`src/rtl/core/rhh_pkg.sv`:
```
// Shared types and constants for the RGB to HSV/HSL converter.
package rhh_pkg;

   localparam int CH_BITS      = 16;
   localparam int HUE_NUM_BITS = CH_BITS + 3;
   localparam int QUEUE_DEPTH  = 4;
   // accept edge to result edge: front, queue, operand stage, divider, output
   localparam int PIPE_LATENCY = CH_BITS + 4;

   localparam logic [CH_BITS-1:0] CH_MAX = '1;

   typedef enum logic [1:0] {
      SECTOR_RED,
      SECTOR_GREEN,
      SECTOR_BLUE
   } sector_type;

   typedef struct packed {
      logic [CH_BITS-1:0] red;
      logic [CH_BITS-1:0] green;
      logic [CH_BITS-1:0] blue;
      logic [CH_BITS-1:0] alpha_in;
   } req_type;

   typedef struct packed {
      logic [CH_BITS-1:0] hue;
      logic [CH_BITS-1:0] saturation;
      logic [CH_BITS-1:0] value_or_lightness;
      logic [CH_BITS-1:0] alpha_out;
   } rsp_type;

   // classified pixel held in the queue; diff is a two's complement difference
   typedef struct packed {
      logic               hsl;
      logic               grey;
      sector_type         sector;
      logic [CH_BITS-1:0] mx;
      logic [CH_BITS-1:0] mn;
      logic [CH_BITS-1:0] span;
      logic [CH_BITS:0]   diff;
      logic [CH_BITS-1:0] alpha;
   } entry_type;

   typedef struct packed {
      logic no_room;
      logic empty;
   } queue_status_type;

   typedef struct packed {
      logic               grey;
      logic [CH_BITS-1:0] third;
      logic [CH_BITS-1:0] alpha;
   } side_type;

endpackage

```
`src/rtl/core/rhh_front.sv`:
```
// Front end: accepts pixels, finds max/min, sector and the sector difference.
module rhh_front (
   input  logic                      clock,
   input  logic                      reset,
   input  logic                      start,
   input  logic                      hsl_mode,
   input  rhh_pkg::req_type          req_data,
   input  rhh_pkg::queue_status_type queue_status,
   output logic                      busy,
   output logic                      push,
   output rhh_pkg::entry_type        entry
);
   import rhh_pkg::*;

   logic      front_valid_ff, front_valid_in;
   entry_type entry_ff, entry_in;
   entry_type classified;
   logic      hold;
   logic      accept;

   always_comb begin
      logic [CH_BITS-1:0] r, g, b, mx, mn;
      r  = req_data.red;
      g  = req_data.green;
      b  = req_data.blue;
      mx = r;
      mn = r;
      if (g > mx) mx = g;
      if (b > mx) mx = b;
      if (g < mn) mn = g;
      if (b < mn) mn = b;

      classified.hsl   = hsl_mode;
      classified.mx    = mx;
      classified.mn    = mn;
      classified.span  = mx - mn;
      classified.grey  = (mx == mn);
      classified.alpha = req_data.alpha_in;
      // tie for max goes to red, then green
      if (r == mx) begin
         classified.sector = SECTOR_RED;
         classified.diff   = {1'b0, g} - {1'b0, b};
      end else if (g == mx) begin
         classified.sector = SECTOR_GREEN;
         classified.diff   = {1'b0, b} - {1'b0, r};
      end else begin
         classified.sector = SECTOR_BLUE;
         classified.diff   = {1'b0, r} - {1'b0, g};
      end
   end

   assign hold   = front_valid_ff && queue_status.no_room;
   assign busy   = hold;
   assign accept = start && !busy;
   assign push   = front_valid_ff && !queue_status.no_room;
   assign entry  = entry_ff;

   always_comb begin
      front_valid_in = hold ? 1'b1 : accept;
      entry_in       = hold ? entry_ff : classified;
   end

   always_ff @(posedge clock) begin
      if (reset) begin
         front_valid_ff <= 1'b0;
      end else begin
         front_valid_ff <= front_valid_in;
      end
   end

   always_ff @(posedge clock) begin
      entry_ff <= entry_in;
   end

endmodule

```
`src/rtl/core/rhh_queue.sv`:
```
// Short FIFO between the front end and the arithmetic back end.
module rhh_queue (
   input  logic                      clock,
   input  logic                      reset,
   input  logic                      push,
   input  rhh_pkg::entry_type        push_entry,
   input  logic                      pop,
   output rhh_pkg::entry_type        head,
   output rhh_pkg::queue_status_type queue_status
);
   import rhh_pkg::*;

   localparam int PTR_BITS = (QUEUE_DEPTH > 1) ? $clog2(QUEUE_DEPTH) : 1;
   localparam int CNT_BITS = $clog2(QUEUE_DEPTH + 1);
   localparam logic [PTR_BITS-1:0] LAST_PTR = PTR_BITS'(QUEUE_DEPTH - 1);
   localparam logic [CNT_BITS-1:0] FULL_CNT = CNT_BITS'(QUEUE_DEPTH);

   entry_type           mem_ff [QUEUE_DEPTH];
   logic [PTR_BITS-1:0] wr_ptr_ff, wr_ptr_in;
   logic [PTR_BITS-1:0] rd_ptr_ff, rd_ptr_in;
   logic [CNT_BITS-1:0] count_ff, count_in;

   assign head                 = mem_ff[rd_ptr_ff];
   assign queue_status.empty   = (count_ff == '0);
   assign queue_status.no_room = (count_ff == FULL_CNT) && !pop;

   always_comb begin
      wr_ptr_in = wr_ptr_ff;
      rd_ptr_in = rd_ptr_ff;
      if (push) wr_ptr_in = (wr_ptr_ff == LAST_PTR) ? '0 : wr_ptr_ff + PTR_BITS'(1);
      if (pop)  rd_ptr_in = (rd_ptr_ff == LAST_PTR) ? '0 : rd_ptr_ff + PTR_BITS'(1);
      count_in = count_ff + CNT_BITS'(push) - CNT_BITS'(pop);
   end

   always_ff @(posedge clock) begin
      if (reset) begin
         wr_ptr_ff <= '0;
         rd_ptr_ff <= '0;
         count_ff  <= '0;
      end else begin
         wr_ptr_ff <= wr_ptr_in;
         rd_ptr_ff <= rd_ptr_in;
         count_ff  <= count_in;
      end
   end

   always_ff @(posedge clock) begin
      if (push) begin
         mem_ff[wr_ptr_ff] <= push_entry;
      end
   end

`ifndef ASSERT_OFF
   a_no_overflow: assert property (@(posedge clock) disable iff (reset)
      push |-> (count_ff != FULL_CNT) || pop)
      else $error("queue written while full");
   a_count_bound: assert property (@(posedge clock) disable iff (reset)
      count_ff <= FULL_CNT)
      else $error("queue count beyond depth");
`endif

endmodule

```
`src/rtl/core/rhh_divider.sv`:
```
// Pipelined restoring divider, one quotient bit per stage.
module rhh_divider #(
   parameter int DIVISOR_BITS  = 16,
   parameter int QUOTIENT_BITS = 16
) (
   input  logic                                  clock,
   input  logic [DIVISOR_BITS+QUOTIENT_BITS-1:0] dividend,
   input  logic [DIVISOR_BITS-1:0]               divisor,
   output logic [QUOTIENT_BITS-1:0]              quotient
);
   // caller guarantees dividend < divisor << QUOTIENT_BITS
   localparam int W = DIVISOR_BITS + QUOTIENT_BITS;

   logic [W-1:0]             rem_ff [QUOTIENT_BITS];
   logic [DIVISOR_BITS-1:0]  dvs_ff [QUOTIENT_BITS];
   logic [QUOTIENT_BITS-1:0] quo_ff [QUOTIENT_BITS];

   for (genvar s = 0; s < QUOTIENT_BITS; s++) begin : g_stage
      logic [W-1:0]             rem_cur, trial;
      logic [DIVISOR_BITS-1:0]  dvs_cur;
      logic [QUOTIENT_BITS-1:0] quo_cur;
      logic                     fits;

      if (s == 0) begin : g_first
         assign rem_cur = dividend;
         assign dvs_cur = divisor;
         assign quo_cur = '0;
      end else begin : g_rest
         assign rem_cur = rem_ff[s-1];
         assign dvs_cur = dvs_ff[s-1];
         assign quo_cur = quo_ff[s-1];
      end

      assign trial = W'(dvs_cur) << (QUOTIENT_BITS - 1 - s);
      assign fits  = (rem_cur >= trial);

      always_ff @(posedge clock) begin
         quo_ff[s] <= (quo_cur << 1) | QUOTIENT_BITS'(fits);
      end

      // last stage only needs its quotient bit
      if (s < QUOTIENT_BITS - 1) begin : g_carry
         always_ff @(posedge clock) begin
            rem_ff[s] <= fits ? rem_cur - trial : rem_cur;
            dvs_ff[s] <= dvs_cur;
         end
      end else begin : g_tail
         always_ff @(posedge clock) begin
            rem_ff[s] <= '0;
            dvs_ff[s] <= '0;
         end
      end
   end

   assign quotient = quo_ff[QUOTIENT_BITS-1];

endmodule

```
`src/rtl/core/rhh_back.sv`:
```
// Back end: builds hue and saturation operands, divides, formats the result.
module rhh_back (
   input  logic                      clock,
   input  logic                      reset,
   input  rhh_pkg::entry_type        head,
   input  rhh_pkg::queue_status_type queue_status,
   output logic                      pop,
   output logic                      rsp_valid,
   output rhh_pkg::rsp_type          rsp_data
);
   import rhh_pkg::*;

   localparam int HUE_DIVIDEND_BITS = HUE_NUM_BITS + CH_BITS;
   localparam int SAT_DIVIDEND_BITS = 2 * CH_BITS;

   logic                         vld_a_ff, vld_a_in;
   logic [HUE_DIVIDEND_BITS-1:0] hue_dividend_ff, hue_dividend_in;
   logic [HUE_NUM_BITS-1:0]      hue_divisor_ff, hue_divisor_in;
   logic [SAT_DIVIDEND_BITS-1:0] sat_dividend_ff, sat_dividend_in;
   logic [CH_BITS-1:0]           sat_divisor_ff, sat_divisor_in;
   side_type                     side_a_ff, side_a_in;

   logic                         side_vld_ff [CH_BITS];
   side_type                     side_ff     [CH_BITS];

   logic [CH_BITS-1:0]           hue_q, sat_q;
   logic                         rsp_valid_ff, rsp_valid_in;
   rsp_type                      rsp_ff, rsp_in;

   // the back end never stalls: take an entry whenever one waits
   assign pop      = !queue_status.empty;
   assign vld_a_in = pop;

   always_comb begin
      logic [HUE_NUM_BITS-1:0]        span_x, six_span;
      logic signed [HUE_NUM_BITS:0]   span_s, six_s, diff_s, num_s;
      logic [SAT_DIVIDEND_BITS-1:0]   span_w;
      logic [CH_BITS:0]               sum, two_max, folded;

      span_x   = HUE_NUM_BITS'(head.span);
      six_span = (span_x << 2) + (span_x << 1);
      span_s   = $signed({1'b0, span_x});
      six_s    = $signed({1'b0, six_span});
      diff_s   = (HUE_NUM_BITS + 1)'($signed(head.diff));

      // hue numerator in units of span, wrapped into [0, 6*span)
      case (head.sector)
         SECTOR_RED: begin
            num_s = diff_s[HUE_NUM_BITS] ? diff_s + six_s : diff_s;
         end
         SECTOR_GREEN: begin
            num_s = span_s + span_s + diff_s;
         end
         SECTOR_BLUE: begin
            num_s = (span_s <<< 2) + diff_s;
         end
         default: begin
            num_s = '0;
         end
      endcase

      hue_dividend_in = {num_s[HUE_NUM_BITS-1:0], {CH_BITS{1'b0}}};
      hue_divisor_in  = six_span;

      span_w          = SAT_DIVIDEND_BITS'(head.span);
      sat_dividend_in = (span_w << CH_BITS) - span_w;

      sum     = {1'b0, head.mx} + {1'b0, head.mn};
      two_max = {CH_MAX, 1'b0};
      folded  = two_max - sum;
      if (!head.hsl) begin
         sat_divisor_in = head.mx;
      end else if (sum <= {1'b0, CH_MAX}) begin
         sat_divisor_in = sum[CH_BITS-1:0];
      end else begin
         sat_divisor_in = folded[CH_BITS-1:0];
      end

      side_a_in.grey  = head.grey;
      side_a_in.third = head.hsl ? sum[CH_BITS:1] : head.mx;
      side_a_in.alpha = head.alpha;
   end

   always_ff @(posedge clock) begin
      if (reset) begin
         vld_a_ff <= 1'b0;
      end else begin
         vld_a_ff <= vld_a_in;
      end
   end

   always_ff @(posedge clock) begin
      hue_dividend_ff <= hue_dividend_in;
      hue_divisor_ff  <= hue_divisor_in;
      sat_dividend_ff <= sat_dividend_in;
      sat_divisor_ff  <= sat_divisor_in;
      side_a_ff       <= side_a_in;
   end

   rhh_divider #(
      .DIVISOR_BITS  (HUE_NUM_BITS),
      .QUOTIENT_BITS (CH_BITS)
   ) u_hue_div (
      .clock    (clock),
      .dividend (hue_dividend_ff),
      .divisor  (hue_divisor_ff),
      .quotient (hue_q)
   );

   rhh_divider #(
      .DIVISOR_BITS  (CH_BITS),
      .QUOTIENT_BITS (CH_BITS)
   ) u_sat_div (
      .clock    (clock),
      .dividend (sat_dividend_ff),
      .divisor  (sat_divisor_ff),
      .quotient (sat_q)
   );

   // side data rides alongside the dividers
   for (genvar s = 0; s < CH_BITS; s++) begin : g_side
      if (s == 0) begin : g_first
         always_ff @(posedge clock) begin
            if (reset) begin
               side_vld_ff[s] <= 1'b0;
            end else begin
               side_vld_ff[s] <= vld_a_ff;
            end
         end
         always_ff @(posedge clock) begin
            side_ff[s] <= side_a_ff;
         end
      end else begin : g_rest
         always_ff @(posedge clock) begin
            if (reset) begin
               side_vld_ff[s] <= 1'b0;
            end else begin
               side_vld_ff[s] <= side_vld_ff[s-1];
            end
         end
         always_ff @(posedge clock) begin
            side_ff[s] <= side_ff[s-1];
         end
      end
   end

   // grey pixel: quotients are meaningless, force zero
   always_comb begin
      rsp_valid_in              = side_vld_ff[CH_BITS-1];
      rsp_in.hue                = side_ff[CH_BITS-1].grey ? '0 : hue_q;
      rsp_in.saturation         = side_ff[CH_BITS-1].grey ? '0 : sat_q;
      rsp_in.value_or_lightness = side_ff[CH_BITS-1].third;
      rsp_in.alpha_out          = side_ff[CH_BITS-1].alpha;
   end

   always_ff @(posedge clock) begin
      if (reset) begin
         rsp_valid_ff <= 1'b0;
      end else begin
         rsp_valid_ff <= rsp_valid_in;
      end
   end

   always_ff @(posedge clock) begin
      rsp_ff <= rsp_in;
   end

   assign rsp_valid = rsp_valid_ff;
   assign rsp_data  = rsp_ff;

endmodule

```
`src/rtl/core/rgb_to_hsv_hsl.sv`:
```
// Top level of the RGB to HSV/HSL pixel converter.
//
// Usage
//  - Request: drive req_data (red, green, blue, alpha_in) and raise start. A
//    transaction is taken at a rising edge with start high and busy low.
//  - Result: rsp_data is shown for exactly one cycle with rsp_valid high and
//    is taken at the edge that ends that cycle; the receiver cannot stall.
//  - CSR: csr_write_enable with csr_write_data writes output_mode
//    (0 = HSV, 1 = HSL). Write it only while no transaction is in flight.
//  - Path: a request passes the front register, the queue, the operand
//    stage, one divider stage per quotient bit and the output register.
//  - Throughput: one pixel per clock. Hue and saturation each use a
//    pipelined restoring divider that retires one quotient bit per stage.
//  - busy rises only when the queue has no room; the back end drains the
//    queue every cycle, so in steady use busy stays low.
//  - Reset (synchronous, active high) empties the front register, the
//    queue and the pipeline valid bits and sets output_mode to HSV.
module rgb_to_hsv_hsl (
   input  logic             clock,
   input  logic             reset,
   input  logic             start,
   input  rhh_pkg::req_type req_data,
   output logic             busy,
   output logic             rsp_valid,
   output rhh_pkg::rsp_type rsp_data,
   input  logic             csr_write_enable,
   input  logic             csr_write_data
);
   import rhh_pkg::*;

   logic             mode_ff, mode_in;
   logic             push, pop;
   entry_type        push_entry, head;
   queue_status_type queue_status;

   // output_mode register
   assign mode_in = csr_write_enable ? csr_write_data : mode_ff;

   always_ff @(posedge clock) begin
      if (reset) begin
         mode_ff <= 1'b0;
      end else begin
         mode_ff <= mode_in;
      end
   end

   // front: accept and classify (max/min, sector, grey)
   rhh_front u_front (
      .clock        (clock),
      .reset        (reset),
      .start        (start),
      .hsl_mode     (mode_ff),
      .req_data     (req_data),
      .queue_status (queue_status),
      .busy         (busy),
      .push         (push),
      .entry        (push_entry)
   );

   // decoupling queue
   rhh_queue u_queue (
      .clock        (clock),
      .reset        (reset),
      .push         (push),
      .push_entry   (push_entry),
      .pop          (pop),
      .head         (head),
      .queue_status (queue_status)
   );

   // back: operands, dividers, result register
   rhh_back u_back (
      .clock        (clock),
      .reset        (reset),
      .head         (head),
      .queue_status (queue_status),
      .pop          (pop),
      .rsp_valid    (rsp_valid),
      .rsp_data     (rsp_data)
   );

`ifndef ASSERT_OFF
   a_req_to_rsp: assert property (@(posedge clock) disable iff (reset)
      (start && !busy) |-> ##PIPE_LATENCY rsp_valid)
      else $error("accepted transaction produced no result");
   a_rsp_from_req: assert property (@(posedge clock) disable iff (reset)
      rsp_valid |-> $past(start && !busy, PIPE_LATENCY))
      else $error("result without a matching transaction");
`endif

endmodule

```
`config.mk`:
```
export PLATFORM = sky130hd
export DESIGN_NAME = rgb_to_hsv_hsl
export DESIGN_NICKNAME = d
export VERILOG_FILES = /design/src/rtl/core/rhh_pkg.sv /design/src/rtl/core/rhh_front.sv /design/src/rtl/core/rhh_queue.sv /design/src/rtl/core/rhh_divider.sv /design/src/rtl/core/rhh_back.sv /design/src/rtl/core/rgb_to_hsv_hsl.sv
export SDC_FILE = /design/constraint.sdc
export NUM_CORES = 2
export LEC_CHECK = 0
export BUFFER_PORTS_ARGS = -buffer_cell sky130_fd_sc_hd__clkbuf_2
export CAP_MARGIN = 20
export CORE_UTILIZATION = 57
export CTS_BUF_LIST = sky130_fd_sc_hd__clkbuf_16
export DETAILED_ROUTE_END_ITERATION = 8
export GPL_ROUTABILITY_DRIVEN = 0
export HOLD_SLACK_MARGIN = 0.05
export PLACE_DENSITY_LB_ADDON = 0.15
export SLEW_MARGIN = 0
export SYNTH_ARGS = -nofsm -noshare
export SYNTH_HDL_FRONTEND = slang
export SYNTH_SLANG_ARGS = --single-unit
```
`constraint.sdc`:
```
create_clock -name clock -period 8.58 [get_ports clock]
set_input_delay 2.574 -clock clock [delete_from_list [all_inputs] [get_ports clock]]
set_output_delay 2.574 -clock clock [all_outputs]
set_load 0.02 [all_outputs]
```
==> flow_metrics.env <==
export IMPL_status="complete, no violations"
export IMPL_drtPass1Iterations=6
export IMPL_cts_htree_levels=5
export IMPL_fin_crit_sh_pct=92.9
export IMPL_synth_edff_count=425
export IMPL_placedCellCount=12753
export IMPL_floorplan_die_width_um=436
export IMPL_avgSynthCellArea_um2=10.7
export IMPL_fp_dieArea_um2=190000
export IMPL_worstSkewPairLatency_ps=900
export IMPL_hold_viol_final=0
export IMPL_min_period_ps=7970
export IMPL_post_cts_repair_resize_count=0
export IMPL_place_port_buffers=133
export IMPL_hpwl_mm=156
export IMPL_synth_yosys_seq_area_share_pct=55.9
export IMPL_grt_pass1_vias=71035
export IMPL_postSynth_topFlopCell="sky130_fd_sc_hd__dfxtp_1"
export IMPL_global_route_wire_length_before_repair_mm=344
export IMPL_synthTopCellsByArea="sky130_fd_sc_hd__dfxtp_1, sky130_fd_sc_hd__edfxtp_1, sky130_fd_sc_hd__ha_1"
export IMPL_core_um2=186000
export IMPL_final_setup_tns_ps=0
export IMPL_drc_violations_left=0
export IMPL_required_time_of_the_worst_setup_path_ps=9190
export IMPL_numClockSinks=2785
export IMPL_antenna_cells_inserted=0
export IMPL_layout_drive_gt1_share_pct=7.99
export IMPL_dieHeight_um=436
export IMPL_maxSlewHeadroom_pct=27.5
export IMPL_synth_top_area_cell="sky130_fd_sc_hd__dfxtp_1"
export IMPL_synth_top_area_share_pct=44.0
export IMPL_achievable_frequency_mhz=125
export IMPL_detail_route_vias_per_cell=5.28
export IMPL_synth_warnings=0
export IMPL_ys_types=99
export IMPL_critical_path_arrival_ps=8590
export IMPL_cts_hold_buf=0
export IMPL_pin_count_of_the_biggest_net_entering_global_routing=56
export IMPL_synth_seq_cells=2785
export IMPL_critical_path_endpoint_type="register"
export IMPL_final_setup_viol_count=0
export IMPL_rsz0062_at_grt="false"
export IMPL_min_delay_path_class="register to register"
export IMPL_fin_cells=13255
export IMPL_slowest_stage="sky130_fd_sc_hd__a221o_1"
export IMPL_overflow=0
export IMPL_num_rows=158
export IMPL_vias=69949
export IMPL_tritoncts_num_buffers=292
export IMPL_clock_tree_buffer_depth=4
export IMPL_timing_worst_setup_path_type="primary input to register"
export IMPL_max_cap_viol_count=0
export IMPL_detail_route_wl_per_cell_um=15.9
export IMPL_post_cts_repair_setup_buffers=0
export IMPL_cts_tree="built"
export IMPL_antenna_violations_before_repair=2
export IMPL_worst_pin_slew_ps=1080
export IMPL_drt_first_iter_violations=4195
export IMPL_layout_area_overhead_vs_synth_pct=12.8
export IMPL_root_buffer="sky130_fd_sc_hd__clkbuf_16"
export IMPL_routed_wl_mm=211
export IMPL_nNetsFinal=11420
export IMPL_io_pins=135
export IMPL_syn_area_um2=107000
export IMPL_slew_violations=0
export IMPL_worst_path_max_fanout=19
export IMPL_route_antenna_remaining_nets=0
export IMPL_cells_after_synth=10069
export IMPL_synth_async_reset_ratio_pct=0
export IMPL_effective_utilization_at_floorplan_pct=57.6
export IMPL_clock_slew_at_the_register_clock_pins_of_the_worst_setup_and_hold_paths_ps=60
export IMPL_slowest_delay_ps=470
export IMPL_kind_of_launch_point_of_the_worst_setup_path="primary input"
export IMPL_skew_ps=38.0
export IMPL_grt_usage_pct=22.0
-- cell usage in the layout, fill, tap and decap left out, types with 20 or more instances in the layout --
cell	n
sky130_fd_sc_hd__o21a_1	60
sky130_fd_sc_hd__dfxtp_1	2357
sky130_fd_sc_hd__a211oi_1	22
sky130_fd_sc_hd__mux2_2	33
sky130_fd_sc_hd__nor2b_1	181
sky130_fd_sc_hd__fa_1	40
sky130_fd_sc_hd__xnor2_1	456
sky130_fd_sc_hd__and3_1	40
sky130_fd_sc_hd__clkbuf_2	133
sky130_fd_sc_hd__or3_1	65
sky130_fd_sc_hd__conb_1	86
sky130_fd_sc_hd__or4_1	32
sky130_fd_sc_hd__clkinv_1	58
sky130_fd_sc_hd__clkinv_2	31
sky130_fd_sc_hd__inv_1	1153
sky130_fd_sc_hd__and2_1	27
sky130_fd_sc_hd__nor3_1	150
sky130_fd_sc_hd__a31oi_1	21
sky130_fd_sc_hd__xor2_1	223
sky130_fd_sc_hd__buf_4	153
sky130_fd_sc_hd__clkbuf_16	303
sky130_fd_sc_hd__edfxtp_1	425
sky130_fd_sc_hd__ha_1	740
sky130_fd_sc_hd__o31ai_1	152
sky130_fd_sc_hd__a21o_1	171
sky130_fd_sc_hd__nor4_1	78
sky130_fd_sc_hd__or2_2	22
sky130_fd_sc_hd__o21bai_1	45
sky130_fd_sc_hd__a2111oi_0	20
sky130_fd_sc_hd__a21boi_0	189
sky130_fd_sc_hd__a21oi_1	528
sky130_fd_sc_hd__mux4_2	83
sky130_fd_sc_hd__nor2_1	569
sky130_fd_sc_hd__nand2b_1	128
sky130_fd_sc_hd__nand3_1	106
sky130_fd_sc_hd__o21ai_0	625
sky130_fd_sc_hd__nand4_1	115
sky130_fd_sc_hd__mux2i_1	28
sky130_fd_sc_hd__nand2_1	808
-- metrics by stage --
step	hold WS, ps	instance area [um2]	util, %	setup WS, ps
2_1_floorplan	310	108000	-	0.888
3_3_place_gp	310	112000	60.2	-66.6
3_5_place_dp	312	112000	60.2	-149
4_1_cts	305	121000	64.9	722
5_1_grt	316	121000	65.0	308
6_report	309	121000	65.0	605
-- logic make-up (layout without fill, tap and decap cells) --
| group | Yosys count | after routing | share of synthesized area, % |
|---|---|---|---|
| fa+ha+maj | 788 | 788 | 9.45 |
| mux | 148 | 148 | 2.41 |
| buf+inv | 1256 | 1878 | 4.41 |
| flops | 2785 | 2785 | 55.9 |
| compound gates | 2005 | 2005 | 11.5 |
| simple gates | 2406 | 2406 | 10.7 |
| xor+xnor | 679 | 679 | 5.54 |
| other cells | 2 | 86 | 0.00700 |
-- critical path: cells and delay by family --
family,cells,cell delay (ps)
compound gates,16,3210
xor+xnor,1,140
buf+inv,7,930
simple gates,3,300
fa+ha+maj,5,1430
-- cell usage after synthesis (all sizes together) (45+ instances only) --
cell,count
a21boi,190
a21o,171
a21oi,534
clkbuf,135
dfxtp,2360
edfxtp,425
ha,740
inv,1085
mux4,83
nand2,808
nand2b,128
nand3,107
nand4,115
nor2,571
nor2b,182
nor3,151
nor4,79
o21a,61
o21ai,639
o21bai,45
o31ai,153
or3,65
xnor2,456
xor2,223
-- sequential cells by signal (all words and copies together), names as in the netlist, 2 cells and up, named ones only --
register                 count
u_back.hue_dividend_ff      19
u_back.u_sat_div.quo_ff    136
u_queue.mem_ff             340
u_back.u_hue_div.rem_ff    390
u_back.hue_divisor_ff       17
u_back.u_sat_div.dvs_ff    240
u_queue.rd_ptr_ff            2
u_back.sat_divisor_ff       16
u_queue.wr_ptr_ff            2
u_back.sat_dividend_ff      31
u_queue.count_ff             3
u_back.u_hue_div.dvs_ff    241
u_back.u_hue_div.quo_ff    136
u_back.u_sat_div.rem_ff    480
u_front.entry               85
u_back.side_vld_ff          16
u_back.side_ff             528
u_back.rsp_data             64
u_back.side_a_ff            33
-- final timing paths --
path / startpoint / end / slack (ps) / cells after the start
max: req_data[46] / u_front.entry[48]$_DFFE_PN_ / 610 / 32
min: u_back.side_ff[0][186]$_DFF_P_ / u_back.side_ff[0][219]$_DFF_P_ / 310 / 0
max reg2reg: register / u_back.sat_divisor_ff[10]$_DFF_P_ / 2310 / 20
min reg2reg: u_back.side_ff[0][186]$_DFF_P_ / u_back.side_ff[0][219]$_DFF_P_ / 310 / 0
-- routing by layer --
metal  global-route usage, %  share of wire, %
met2                    40.2                51
met4                    12.3               5.5
met1                    24.5                40
met5                       0                 0
met3                    2.94               3.6
-- area by class of cell --
type                    count  area [um2]
clock buffers             303        7580
repair buffers            293        1970
fillers                 14437       65200
multi-input cells        6112       43000
well taps                2480        3100
clock inverters           195        1270
inverters                1087        4080
flip-flops and latches   2785       60000
Power is not shown: default switching activity piles up to over one toggle a cycle in this logic, so the estimate is an artifact.
